[src/hdl/ddsc_pkg.sv]
`timescale 1ns / 1ps

package ddsc_pkg;

  // Field widths
  localparam int SAMPLE_W   = 12;
  localparam int AVG_W      = 12;
  localparam int TICK_W     = 10;
  localparam int TICKS_W    = 16;
  localparam int PWM_W      = 8;
  localparam int BASE_W     = 16;
  localparam int GAIN_W     = 12;
  localparam int OFFSET_W   = 8;
  localparam int DELTA_W    = 18;
  localparam int PHASE_W    = 2;
  localparam int CFG_IDX_W  = 3;
  localparam int CFG_DATA_W = 16;

  localparam int COUNT_BITS_DEF = 16;
  localparam int JOLT_TICKS     = 2;

  // Encoder averaging and hysteresis
  localparam int SUM_W      = 16;            // 3*avg + 7*sample < 2^16
  localparam int RECIP_10   = 52429;         // ceil(2^19 / 10)
  localparam int RECIP_SH   = 19;
  localparam int RECIP_W    = 33;
  localparam int HI_THRESH  = 3276;
  localparam int LO_THRESH  = 819;

  localparam int DELTA_MAX  = 131071;
  localparam int DELTA_MIN  = -131072;
  localparam int PWM_MAX    = 255;

  typedef enum logic [PHASE_W-1:0] {
    PHASE_JOLT  = 2'd0,
    PHASE_DRIVE = 2'd1,
    PHASE_STOP  = 2'd2
  } phase_t;

  typedef enum logic [CFG_IDX_W-1:0] {
    CFG_LEFT_BASE   = 3'd0,
    CFG_RIGHT_BASE  = 3'd1,
    CFG_LEFT_GAIN   = 3'd2,
    CFG_RIGHT_GAIN  = 3'd3,
    CFG_OFFSET      = 3'd4,
    CFG_LEFT_JOLT   = 3'd5,
    CFG_RIGHT_JOLT  = 3'd6,
    CFG_RUN_STEPS   = 3'd7
  } cfg_reg_t;

  localparam logic [BASE_W-1:0]          RST_LEFT_BASE  = 16'd27443;
  localparam logic [BASE_W-1:0]          RST_RIGHT_BASE = 16'd23230;
  localparam logic signed [GAIN_W-1:0]   RST_LEFT_GAIN  = 12'sd404;
  localparam logic signed [GAIN_W-1:0]   RST_RIGHT_GAIN = 12'sd448;
  localparam logic signed [OFFSET_W-1:0] RST_OFFSET     = -8'sd4;
  localparam logic [PWM_W-1:0]           RST_LEFT_JOLT  = 8'd240;
  localparam logic [PWM_W-1:0]           RST_RIGHT_JOLT = 8'd200;
  localparam logic [TICK_W-1:0]          RST_RUN_STEPS  = 10'd200;

endpackage

[src/hdl/ddsc_in_if.sv]
`timescale 1ns / 1ps

interface ddsc_in_if;
  logic                              valid;
  logic                              ready;
  logic                              mode;
  logic [ddsc_pkg::SAMPLE_W-1:0]     left_sample;
  logic [ddsc_pkg::SAMPLE_W-1:0]     right_sample;

  modport source (output valid, mode, left_sample, right_sample, input ready);
  modport sink   (input valid, mode, left_sample, right_sample, output ready);
endinterface

[src/hdl/ddsc_out_if.sv]
`timescale 1ns / 1ps

interface ddsc_out_if;
  logic                                 valid;
  logic                                 ready;
  logic [ddsc_pkg::PWM_W-1:0]           left_pwm;
  logic [ddsc_pkg::PWM_W-1:0]           right_pwm;
  logic signed [ddsc_pkg::DELTA_W-1:0]  wheel_delta;
  logic [ddsc_pkg::PHASE_W-1:0]         phase;
  logic [ddsc_pkg::TICKS_W-1:0]         left_ticks;
  logic [ddsc_pkg::TICKS_W-1:0]         right_ticks;

  modport source (output valid, left_pwm, right_pwm, wheel_delta, phase,
                  left_ticks, right_ticks, input ready);
  modport sink   (input valid, left_pwm, right_pwm, wheel_delta, phase,
                  left_ticks, right_ticks, output ready);
endinterface

[src/hdl/differential_drive_straight_controller.sv]
`timescale 1ns / 1ps

// Channel  Dir  Payload                                            Handshake
// in_if    in   mode, left_sample, right_sample                    valid/ready
// out_if   out  left_pwm, right_pwm, wheel_delta, phase, ticks     valid/ready
// cfg_*    in   cfg_index, cfg_wdata                               cfg_we
//
// One item per cycle while no result waits at out_if; each beat passes the stages below.
// Stages: input reg, encoder/tick update, delta, gain multiply, pwm clamp.
// The whole pipe moves as one: it stalls only while a result waits at out_if.
// Synchronous active-low reset clears state and valids and reloads the config registers.
module differential_drive_straight_controller #(
  parameter int COUNT_BITS = ddsc_pkg::COUNT_BITS_DEF
) (
  input  logic                            clk,
  input  logic                            rst_n,
  ddsc_in_if.sink                         in_if,
  ddsc_out_if.source                      out_if,
  input  logic                            cfg_we,
  input  logic [ddsc_pkg::CFG_IDX_W-1:0]  cfg_index,
  input  logic [ddsc_pkg::CFG_DATA_W-1:0] cfg_wdata
);

  localparam int WIDE_W = (COUNT_BITS + 2 > ddsc_pkg::DELTA_W) ?
                          COUNT_BITS + 2 : ddsc_pkg::DELTA_W;
  localparam int PROD_W = ddsc_pkg::GAIN_W + ddsc_pkg::DELTA_W;
  localparam int PSUM_W = PROD_W + 2;

  // configuration
  logic [ddsc_pkg::BASE_W-1:0]          lbase_r, rbase_r;
  logic signed [ddsc_pkg::GAIN_W-1:0]   lgain_r, rgain_r;
  logic signed [ddsc_pkg::OFFSET_W-1:0] offset_r;
  logic [ddsc_pkg::PWM_W-1:0]           ljolt_r, rjolt_r;
  logic [ddsc_pkg::TICK_W-1:0]          run_steps_r;

  always_ff @(posedge clk) begin
    if (!rst_n) begin
      lbase_r     <= ddsc_pkg::RST_LEFT_BASE;
      rbase_r     <= ddsc_pkg::RST_RIGHT_BASE;
      lgain_r     <= ddsc_pkg::RST_LEFT_GAIN;
      rgain_r     <= ddsc_pkg::RST_RIGHT_GAIN;
      offset_r    <= ddsc_pkg::RST_OFFSET;
      ljolt_r     <= ddsc_pkg::RST_LEFT_JOLT;
      rjolt_r     <= ddsc_pkg::RST_RIGHT_JOLT;
      run_steps_r <= ddsc_pkg::RST_RUN_STEPS;
    end else if (cfg_we) begin
      unique case (ddsc_pkg::cfg_reg_t'(cfg_index))
        ddsc_pkg::CFG_LEFT_BASE:  lbase_r     <= cfg_wdata[ddsc_pkg::BASE_W-1:0];
        ddsc_pkg::CFG_RIGHT_BASE: rbase_r     <= cfg_wdata[ddsc_pkg::BASE_W-1:0];
        ddsc_pkg::CFG_LEFT_GAIN:  lgain_r     <= cfg_wdata[ddsc_pkg::GAIN_W-1:0];
        ddsc_pkg::CFG_RIGHT_GAIN: rgain_r     <= cfg_wdata[ddsc_pkg::GAIN_W-1:0];
        ddsc_pkg::CFG_OFFSET:     offset_r    <= cfg_wdata[ddsc_pkg::OFFSET_W-1:0];
        ddsc_pkg::CFG_LEFT_JOLT:  ljolt_r     <= cfg_wdata[ddsc_pkg::PWM_W-1:0];
        ddsc_pkg::CFG_RIGHT_JOLT: rjolt_r     <= cfg_wdata[ddsc_pkg::PWM_W-1:0];
        ddsc_pkg::CFG_RUN_STEPS:  run_steps_r <= cfg_wdata[ddsc_pkg::TICK_W-1:0];
        default: ;
      endcase
    end
  end

  logic adv;
  logic out_valid_r;
  assign adv         = !out_valid_r || out_if.ready;
  assign in_if.ready = adv;

  // S0: input register
  logic                          v0_r, mode0_r;
  logic [ddsc_pkg::SAMPLE_W-1:0] ls0_r, rs0_r;

  always_ff @(posedge clk) begin
    if (!rst_n) v0_r <= 1'b0;
    else if (adv) v0_r <= in_if.valid;
  end

  always_ff @(posedge clk) begin
    if (adv) begin
      mode0_r <= in_if.mode;
      ls0_r   <= in_if.left_sample;
      rs0_r   <= in_if.right_sample;
    end
  end

  // S1: encoder state and tick counter
  logic                   wheel_en;
  logic [COUNT_BITS-1:0]  lcount, rcount;
  assign wheel_en = adv && v0_r;

  ddsc_wheel #(.COUNT_BITS(COUNT_BITS)) u_left (
    .clk(clk), .rst_n(rst_n), .en(wheel_en), .sample(ls0_r), .count(lcount)
  );
  ddsc_wheel #(.COUNT_BITS(COUNT_BITS)) u_right (
    .clk(clk), .rst_n(rst_n), .en(wheel_en), .sample(rs0_r), .count(rcount)
  );

  logic [ddsc_pkg::TICK_W-1:0] tick_r, tick_nxt;
  ddsc_pkg::phase_t            phase_nxt, phase1_r;
  logic                        v1_r;

  always_comb begin
    tick_nxt = tick_r;
    if (tick_r < ddsc_pkg::TICK_W'(ddsc_pkg::JOLT_TICKS)) begin
      phase_nxt = ddsc_pkg::PHASE_JOLT;
      tick_nxt  = tick_r + ddsc_pkg::TICK_W'(1);
    end else if (tick_r < run_steps_r) begin
      phase_nxt = ddsc_pkg::PHASE_DRIVE;
      tick_nxt  = tick_r + ddsc_pkg::TICK_W'(1);
    end else begin
      phase_nxt = ddsc_pkg::PHASE_STOP;
    end
  end

  always_ff @(posedge clk) begin
    if (!rst_n) begin
      tick_r <= '0;
      v1_r   <= 1'b0;
    end else if (adv) begin
      v1_r <= v0_r && mode0_r;
      if (v0_r && mode0_r) tick_r <= tick_nxt;
    end
  end

  always_ff @(posedge clk) begin
    if (adv) phase1_r <= phase_nxt;
  end

  // S2: count difference; wheel counters still hold this item's values here
  logic signed [WIDE_W-1:0]            diff;
  logic signed [ddsc_pkg::DELTA_W-1:0] delta_nxt, delta2_r;
  logic [COUNT_BITS+ddsc_pkg::TICKS_W-1:0] lext, rext;
  logic [ddsc_pkg::TICKS_W-1:0]        lt2_r, rt2_r;
  ddsc_pkg::phase_t                    phase2_r;
  logic                                v2_r;

  always_comb begin
    diff = WIDE_W'($signed({2'b00, lcount})) - WIDE_W'($signed({2'b00, rcount}))
         + WIDE_W'(offset_r);
    if (diff > WIDE_W'(ddsc_pkg::DELTA_MAX))
      delta_nxt = ddsc_pkg::DELTA_W'(ddsc_pkg::DELTA_MAX);
    else if (diff < WIDE_W'(ddsc_pkg::DELTA_MIN))
      delta_nxt = ddsc_pkg::DELTA_W'(ddsc_pkg::DELTA_MIN);
    else
      delta_nxt = diff[ddsc_pkg::DELTA_W-1:0];
    if (phase1_r != ddsc_pkg::PHASE_DRIVE) delta_nxt = '0;
    lext = {{ddsc_pkg::TICKS_W{1'b0}}, lcount};
    rext = {{ddsc_pkg::TICKS_W{1'b0}}, rcount};
  end

  always_ff @(posedge clk) begin
    if (!rst_n) v2_r <= 1'b0;
    else if (adv) v2_r <= v1_r;
  end

  always_ff @(posedge clk) begin
    if (adv) begin
      delta2_r <= delta_nxt;
      phase2_r <= phase1_r;
      lt2_r    <= lext[ddsc_pkg::TICKS_W-1:0];
      rt2_r    <= rext[ddsc_pkg::TICKS_W-1:0];
    end
  end

  // S3: gain products
  logic signed [PROD_W-1:0]            lprod3_r, rprod3_r;
  logic signed [ddsc_pkg::DELTA_W-1:0] delta3_r;
  logic [ddsc_pkg::TICKS_W-1:0]        lt3_r, rt3_r;
  ddsc_pkg::phase_t                    phase3_r;
  logic                                v3_r;

  always_ff @(posedge clk) begin
    if (!rst_n) v3_r <= 1'b0;
    else if (adv) v3_r <= v2_r;
  end

  always_ff @(posedge clk) begin
    if (adv) begin
      lprod3_r <= PROD_W'(lgain_r) * PROD_W'(delta2_r);
      rprod3_r <= PROD_W'(rgain_r) * PROD_W'(delta2_r);
      delta3_r <= delta2_r;
      phase3_r <= phase2_r;
      lt3_r    <= lt2_r;
      rt3_r    <= rt2_r;
    end
  end

  // S4: Q8.8 sum, floor and clamp; jolt phase takes the jolt duty, stop gives zero
  logic signed [PSUM_W-1:0]   lsum, rsum;
  logic [ddsc_pkg::PWM_W-1:0] lpwm, rpwm;

  function automatic logic [ddsc_pkg::PWM_W-1:0] clamp_pwm(
    input logic signed [PSUM_W-1:0] p
  );
    logic signed [PSUM_W-1:0] q;
    q = p >>> 8;
    if (p < 0)
      return '0;
    else if (q > PSUM_W'(ddsc_pkg::PWM_MAX))
      return ddsc_pkg::PWM_W'(ddsc_pkg::PWM_MAX);
    else
      return q[ddsc_pkg::PWM_W-1:0];
  endfunction

  always_comb begin
    lsum = $signed(PSUM_W'(lbase_r)) - PSUM_W'(lprod3_r);
    rsum = $signed(PSUM_W'(rbase_r)) + PSUM_W'(rprod3_r);
    unique case (phase3_r)
      ddsc_pkg::PHASE_JOLT: begin
        lpwm = ljolt_r;
        rpwm = rjolt_r;
      end
      ddsc_pkg::PHASE_DRIVE: begin
        lpwm = clamp_pwm(lsum);
        rpwm = clamp_pwm(rsum);
      end
      default: begin
        lpwm = '0;
        rpwm = '0;
      end
    endcase
  end

  logic [ddsc_pkg::PWM_W-1:0]          lpwm_r, rpwm_r;
  logic signed [ddsc_pkg::DELTA_W-1:0] delta_r;
  logic [ddsc_pkg::PHASE_W-1:0]        phase_r;
  logic [ddsc_pkg::TICKS_W-1:0]        lt_r, rt_r;

  always_ff @(posedge clk) begin
    if (!rst_n) out_valid_r <= 1'b0;
    else if (adv) out_valid_r <= v3_r;
  end

  always_ff @(posedge clk) begin
    if (adv) begin
      lpwm_r  <= lpwm;
      rpwm_r  <= rpwm;
      delta_r <= delta3_r;
      phase_r <= phase3_r;
      lt_r    <= lt3_r;
      rt_r    <= rt3_r;
    end
  end

  assign out_if.valid       = out_valid_r;
  assign out_if.left_pwm    = lpwm_r;
  assign out_if.right_pwm   = rpwm_r;
  assign out_if.wheel_delta = delta_r;
  assign out_if.phase       = phase_r;
  assign out_if.left_ticks  = lt_r;
  assign out_if.right_ticks = rt_r;

endmodule

[src/hdl/ddsc_wheel.sv]
`timescale 1ns / 1ps

// One encoder channel: running average, hysteresis level, tick counter.
module ddsc_wheel #(
  parameter int COUNT_BITS = ddsc_pkg::COUNT_BITS_DEF
) (
  input  logic                          clk,
  input  logic                          rst_n,
  input  logic                          en,
  input  logic [ddsc_pkg::SAMPLE_W-1:0] sample,
  output logic [COUNT_BITS-1:0]         count
);

  logic [ddsc_pkg::AVG_W-1:0]   avg_r, avg_nxt;
  logic                         level_r, level_nxt;
  logic [COUNT_BITS-1:0]        count_r, count_nxt;
  logic [ddsc_pkg::SUM_W-1:0]   wsum;
  logic [ddsc_pkg::RECIP_W-1:0] recip;
  logic                         flip;

  always_comb begin
    wsum  = ddsc_pkg::SUM_W'(avg_r) * ddsc_pkg::SUM_W'(3)
          + ddsc_pkg::SUM_W'(sample) * ddsc_pkg::SUM_W'(7);
    // floor(wsum/10) via reciprocal, exact for wsum below 43690
    recip   = ddsc_pkg::RECIP_W'(wsum) * ddsc_pkg::RECIP_W'(ddsc_pkg::RECIP_10);
    avg_nxt = recip[ddsc_pkg::RECIP_SH +: ddsc_pkg::AVG_W];
    flip    = (!level_r && (avg_nxt > ddsc_pkg::AVG_W'(ddsc_pkg::HI_THRESH))) ||
              ( level_r && (avg_nxt < ddsc_pkg::AVG_W'(ddsc_pkg::LO_THRESH)));
    level_nxt = level_r ^ flip;
    count_nxt = flip ? count_r + COUNT_BITS'(1) : count_r;
  end

  always_ff @(posedge clk) begin
    if (!rst_n) begin
      avg_r   <= '0;
      level_r <= 1'b0;
      count_r <= '0;
    end else if (en) begin
      avg_r   <= avg_nxt;
      level_r <= level_nxt;
      count_r <= count_nxt;
    end
  end

  assign count = count_r;

endmodule

[src/flat_wrapper.sv]
// flat-port wrapper written by rule: the top's interface ports become plain ports
module differential_drive_straight_controller_flat 
#(
  parameter int COUNT_BITS = ddsc_pkg::COUNT_BITS_DEF
)
  (clk, rst_n, cfg_we, cfg_index, cfg_wdata, in_if_valid, in_if_mode, in_if_left_sample, in_if_right_sample, in_if_ready, out_if_valid, out_if_left_pwm, out_if_right_pwm, out_if_wheel_delta, out_if_phase, out_if_left_ticks, out_if_right_ticks, out_if_ready);
  ddsc_in_if in_if_i ();
  ddsc_out_if out_if_i ();
  input  logic clk;
  input  logic rst_n;
  input  logic cfg_we;
  input  logic [ddsc_pkg::CFG_IDX_W-1:0] cfg_index;
  input  logic [ddsc_pkg::CFG_DATA_W-1:0] cfg_wdata;
  input wire logic [$bits(in_if_i.valid)-1:0] in_if_valid;
  input wire logic [$bits(in_if_i.mode)-1:0] in_if_mode;
  input wire logic [$bits(in_if_i.left_sample)-1:0] in_if_left_sample;
  input wire logic [$bits(in_if_i.right_sample)-1:0] in_if_right_sample;
  output wire logic [$bits(in_if_i.ready)-1:0] in_if_ready;
  output wire logic [$bits(out_if_i.valid)-1:0] out_if_valid;
  output wire logic [$bits(out_if_i.left_pwm)-1:0] out_if_left_pwm;
  output wire logic [$bits(out_if_i.right_pwm)-1:0] out_if_right_pwm;
  output wire logic [$bits(out_if_i.wheel_delta)-1:0] out_if_wheel_delta;
  output wire logic [$bits(out_if_i.phase)-1:0] out_if_phase;
  output wire logic [$bits(out_if_i.left_ticks)-1:0] out_if_left_ticks;
  output wire logic [$bits(out_if_i.right_ticks)-1:0] out_if_right_ticks;
  input wire logic [$bits(out_if_i.ready)-1:0] out_if_ready;
  assign in_if_i.valid = in_if_valid;
  assign in_if_i.mode = in_if_mode;
  assign in_if_i.left_sample = in_if_left_sample;
  assign in_if_i.right_sample = in_if_right_sample;
  assign in_if_ready = in_if_i.ready;
  assign out_if_valid = out_if_i.valid;
  assign out_if_left_pwm = out_if_i.left_pwm;
  assign out_if_right_pwm = out_if_i.right_pwm;
  assign out_if_wheel_delta = out_if_i.wheel_delta;
  assign out_if_phase = out_if_i.phase;
  assign out_if_left_ticks = out_if_i.left_ticks;
  assign out_if_right_ticks = out_if_i.right_ticks;
  assign out_if_i.ready = out_if_ready;
  differential_drive_straight_controller #(.COUNT_BITS(COUNT_BITS)) u_core (.clk(clk), .rst_n(rst_n), .in_if(in_if_i), .out_if(out_if_i), .cfg_we(cfg_we), .cfg_index(cfg_index), .cfg_wdata(cfg_wdata));
endmodule
[config.mk]
export PLATFORM = sky130hd
export DESIGN_NAME = differential_drive_straight_controller_flat
export DESIGN_NICKNAME = d
export VERILOG_FILES = /design/src/hdl/ddsc_pkg.sv /design/src/hdl/ddsc_in_if.sv /design/src/hdl/ddsc_out_if.sv /design/src/hdl/differential_drive_straight_controller.sv /design/src/hdl/ddsc_wheel.sv /design/src/flat_wrapper.sv
export SDC_FILE = /design/constraint.sdc
export NUM_CORES = 2
export LEC_CHECK = 0
export BUFFER_PORTS_ARGS = -buffer_cell sky130_fd_sc_hd__buf_2
export CAP_MARGIN = 5
export CORE_MARGIN = 3
export CORE_UTILIZATION = 48
export CTS_CLUSTER_SIZE = 14
export DETAILED_ROUTE_END_ITERATION = 8
export GPL_ROUTABILITY_DRIVEN = 0
export GPL_TIMING_DRIVEN = 0
export PLACE_DENSITY = 0.66
export SLEW_MARGIN = 20
export SYNTH_ARGS = -nofsm -noshare
export SYNTH_HDL_FRONTEND = slang
export SYNTH_SLANG_ARGS = --single-unit
[constraint.sdc]
create_clock -name clk -period 9.9 [get_ports clk]
set_clock_uncertainty 0.15 [all_clocks]
set_input_delay 0 -clock clk [delete_from_list [all_inputs] [get_ports clk]]
set_output_delay 0 -clock clk [all_outputs]
set_load 0.005 [all_outputs]
==> reports/summary.txt <==
Status - complete, but fails checks
Failing checks - setup timing
CP dominant cell by count - fa_1
Post-synth EDFFs - 259
I/O pin count - 119
First-pass GRT wire length - 184,000 µm
Nets - 6,101
Hold WC Path Type - input port to register
Vias in the first global route - 34,003
Non-Filler Instances - 6,223
Synth Area per Inst - 9.72 µm²
Final min period - 10.22 ns
RSZ-0062 raised after global routing - yes
Setup crit start kind - register
Total grt overflow - 0
Setup TNS - -4.02 ns
DRT met1 WL - 50,600 µm
Initial antenna violation count - 3
R2R Path Start - u_core.rs0_r[0]$_DFFE_PN_
TritonCTS clock tree - yes
H-tree levels - 2
Die Area - 97,000 µm²
Mapped Nets - 5,770
WL/cell - 18.4 µm
Routed vias - 32,921
Drt via density - 5.29
Critical Path RT - 10.30 ns
Worst-path maximum fanout - 5
Cell count after synthesis - 4,607
Max_cap viols - 0
CP endpoint kind - register
Drt pass-1 iters - 5
Synth-to-Final Area Change - 15.3%
Clk_lat worst skew - 0.63 ns
Port-buffer cells - 108
CTS Buf Count - 49
Die H - 311 µm
DR iter-0 viols - 1,981
Hold Vio Cnt, Final - 0
Fin util - 56.1%
CP delay by family, top - adder cells
DRC viols - 0
Hpwl dp - 89,000 µm
Worst rel slew slack - 29.3%
Antenna-violating nets left - 0
CP max-delay cell - fa_1
Hold WS - 0.0893 ns
Final setup violating endpoints - 17
Row count - 111
Worst Min Path Start - cfg_wdata[14]
Worst Tran Pin Value - 1.05 ns
Deepest clock path buffer count - 3
Starting Density - 48.6%
Max Freq - 97.8 MHz
Netlist cell types - 84
Critical path data arrival time - 10.62 ns
DR top layer - met4
Clock-pin slew on the worst setup and hold paths - 0.06 ns
Yosys reg bits - 422
Critical path's largest stage delay - 0.57 ns
Tcrit/Tclk final - 103%
Clock sink count - 422
Largest net degree at the start of global routing - 97
Clock root cell - clkbuf_16
Yosys warns - 0
Die W - 311 µm
CP Class - register to register
Sequential area share after synthesis - 24.7%
Wire length on met2 - 52,200 µm
Detailed Route WL - 115,000 µm
CP Buf/Inv Count - 6
Ys async rst share - 0%
DP Cell Count - 5,961
Worst setup margin - -0.321 ns
Core Area - 92,100 µm²
Crit path launch - u_core.rs0_r[0]$_DFFE_PN_
Max-slew violation count - 0
Fraction of final layout cells sized beyond drive strength 1 - 10.2%
Synth Flop Type - edfxtp_1
Met3 Wirelength - 7970 µm
Total GRT Usage - 23.8%
Synthesized area - 44,800 µm²
Yosys cell counts (5+ instances only):
cell type | n | area share [%]
or4_1 | 9 | 0.15
nand2_1 | 612 | 5.1
o211ai_1 | 13 | 0.22
fa_1 | 619 | 28
nor2b_1 | 26 | 0.36
a31o_2 | 8 | 0.16
o21bai_1 | 17 | 0.28
xnor2_1 | 108 | 2.1
a22oi_1 | 14 | 0.23
clkbuf_2 | 7 | 0.078
o211a_1 | 5 | 0.11
a21o_1 | 43 | 0.72
inv_1 | 946 | 7.9
mux2i_1 | 33 | 0.74
nor3b_1 | 6 | 0.10
or2_2 | 9 | 0.13
nor2_1 | 140 | 1.2
nand3_1 | 90 | 1.0
o21a_1 | 25 | 0.42
clkbuf_1 | 114 | 0.96
ha_1 | 495 | 14
a21oi_1 | 219 | 2.4
buf_1 | 13 | 0.11
nand2b_1 | 62 | 0.87
a21boi_0 | 10 | 0.17
dfxtp_1 | 163 | 7.3
a211oi_1 | 32 | 0.54
o21ai_0 | 84 | 0.94
a31oi_1 | 12 | 0.17
nand4_1 | 19 | 0.27
edfxtp_1 | 259 | 17
a2111oi_0 | 6 | 0.12
and3_1 | 27 | 0.38
or3_1 | 13 | 0.18
xor2_1 | 42 | 0.82
o31ai_1 | 12 | 0.20
a32oi_1 | 5 | 0.098
and2_1 | 154 | 2.2
nor3_1 | 46 | 0.51
nor4_1 | 15 | 0.21
layout by cell type (no fill, tap or decap), types with 34 or more instances in the layout:
cell type	Yosys	layout
ha_1	495	465
and2_1	154	153
nor2_1	140	133
buf_2	1	109
clkbuf_1	114	117
xor2_1	42	34
inv_1	946	927
nor3_1	46	40
o21ai_0	84	66
edfxtp_1	259	259
dfxtp_1	163	163
nand2b_1	62	62
nand2_1	612	611
nand3_1	90	89
buf_4	1	74
clkbuf_16	0	51
xnor2_1	108	95
a21o_1	43	42
a21oi_1	219	177
fa_1	619	615
dlygate4sd3_1	0	80
path summary, 6_finish.rpt:
kind                                           endpoint  slack [ns]  cells past startpoint
hold / removal          u_core.lbase_r[14]$_SDFFE_PN1P_        0.09                      4
setup / recovery   u_core.u_right.count[9]$_SDFFE_PN0P_       -0.32                     39
setup reg to reg   u_core.u_right.count[9]$_SDFFE_PN0P_       -0.32                     39
hold reg to reg   u_core.out_if.left_ticks[7]$_DFFE_PN_        0.25                      0
worst reg2reg max path: cells and delay by family, from the launching register on:
kind	cells	cell delay, ns
compound gates	16	2.96
xor+xnor	1	0.16
buf+inv	6	0.54
mux	1	0.22
simple gates	4	1.16
flops	1	0.45
fa+ha+maj	11	4.55
cells by family after synthesis:
kind of cell	share of synthesized area, %
fa+ha+maj	41.5
buf+inv	9.14
simple gates	12.9
xor+xnor	2.93
compound gates	8.06
mux	0.788
flops	24.7
state kept, by name, summed over array words and instances, names as in the netlist, 18 cells and up:
name,flops
u_core.out_if.wheel_delta,18
u_core.lprod3_r,30
u_core.delta2_r,18
u_core.delta3_r,18
u_core.rprod3_r,30
metal layers:
metal / vias to the layer above / GRT usage, %
met4: 0 / 7.01
li1: 15400 / -
met2: 970 / 38.1
met3: 227 / 3.67
met1: 16324 / 33.5
met5: - / 0
layout make-up:
type	instances	area [µm²]
Timing Repair Buffer	282	2180
Clock inverter	32	312
Sequential cell	422	11000
Inverter	948	3570
Fill cell	7941	40500
Antenna cell	1	2.50
Buffer	135	582
Clock buffer	60	1310
Multi-Input combinational cell	3100	31100
Tap cell	1243	1560
repair_timing:
item | CTS | global route
gates resized for setup | 156 | 139
hold buffers | 80 | 0
hold endpoints to repair | 144 | 0
buffers inserted | 45 | 46
endpoints found under the setup margin | 46 | 38
pin swaps | 64 | 104
cloned | 2 | 1
per-stage QoR:
step	instance area, µm²	setup WS, ns
detailed placement	47000	-1.88
CTS	50600	-0.243
floorplan	44800	0.0655
finish	51600	-0.321
global placement	46900	-1.83
global route	51600	-0.608
Power is not shown: default switching activity piles up to over one toggle a cycle in this logic, so the estimate is an artifact.
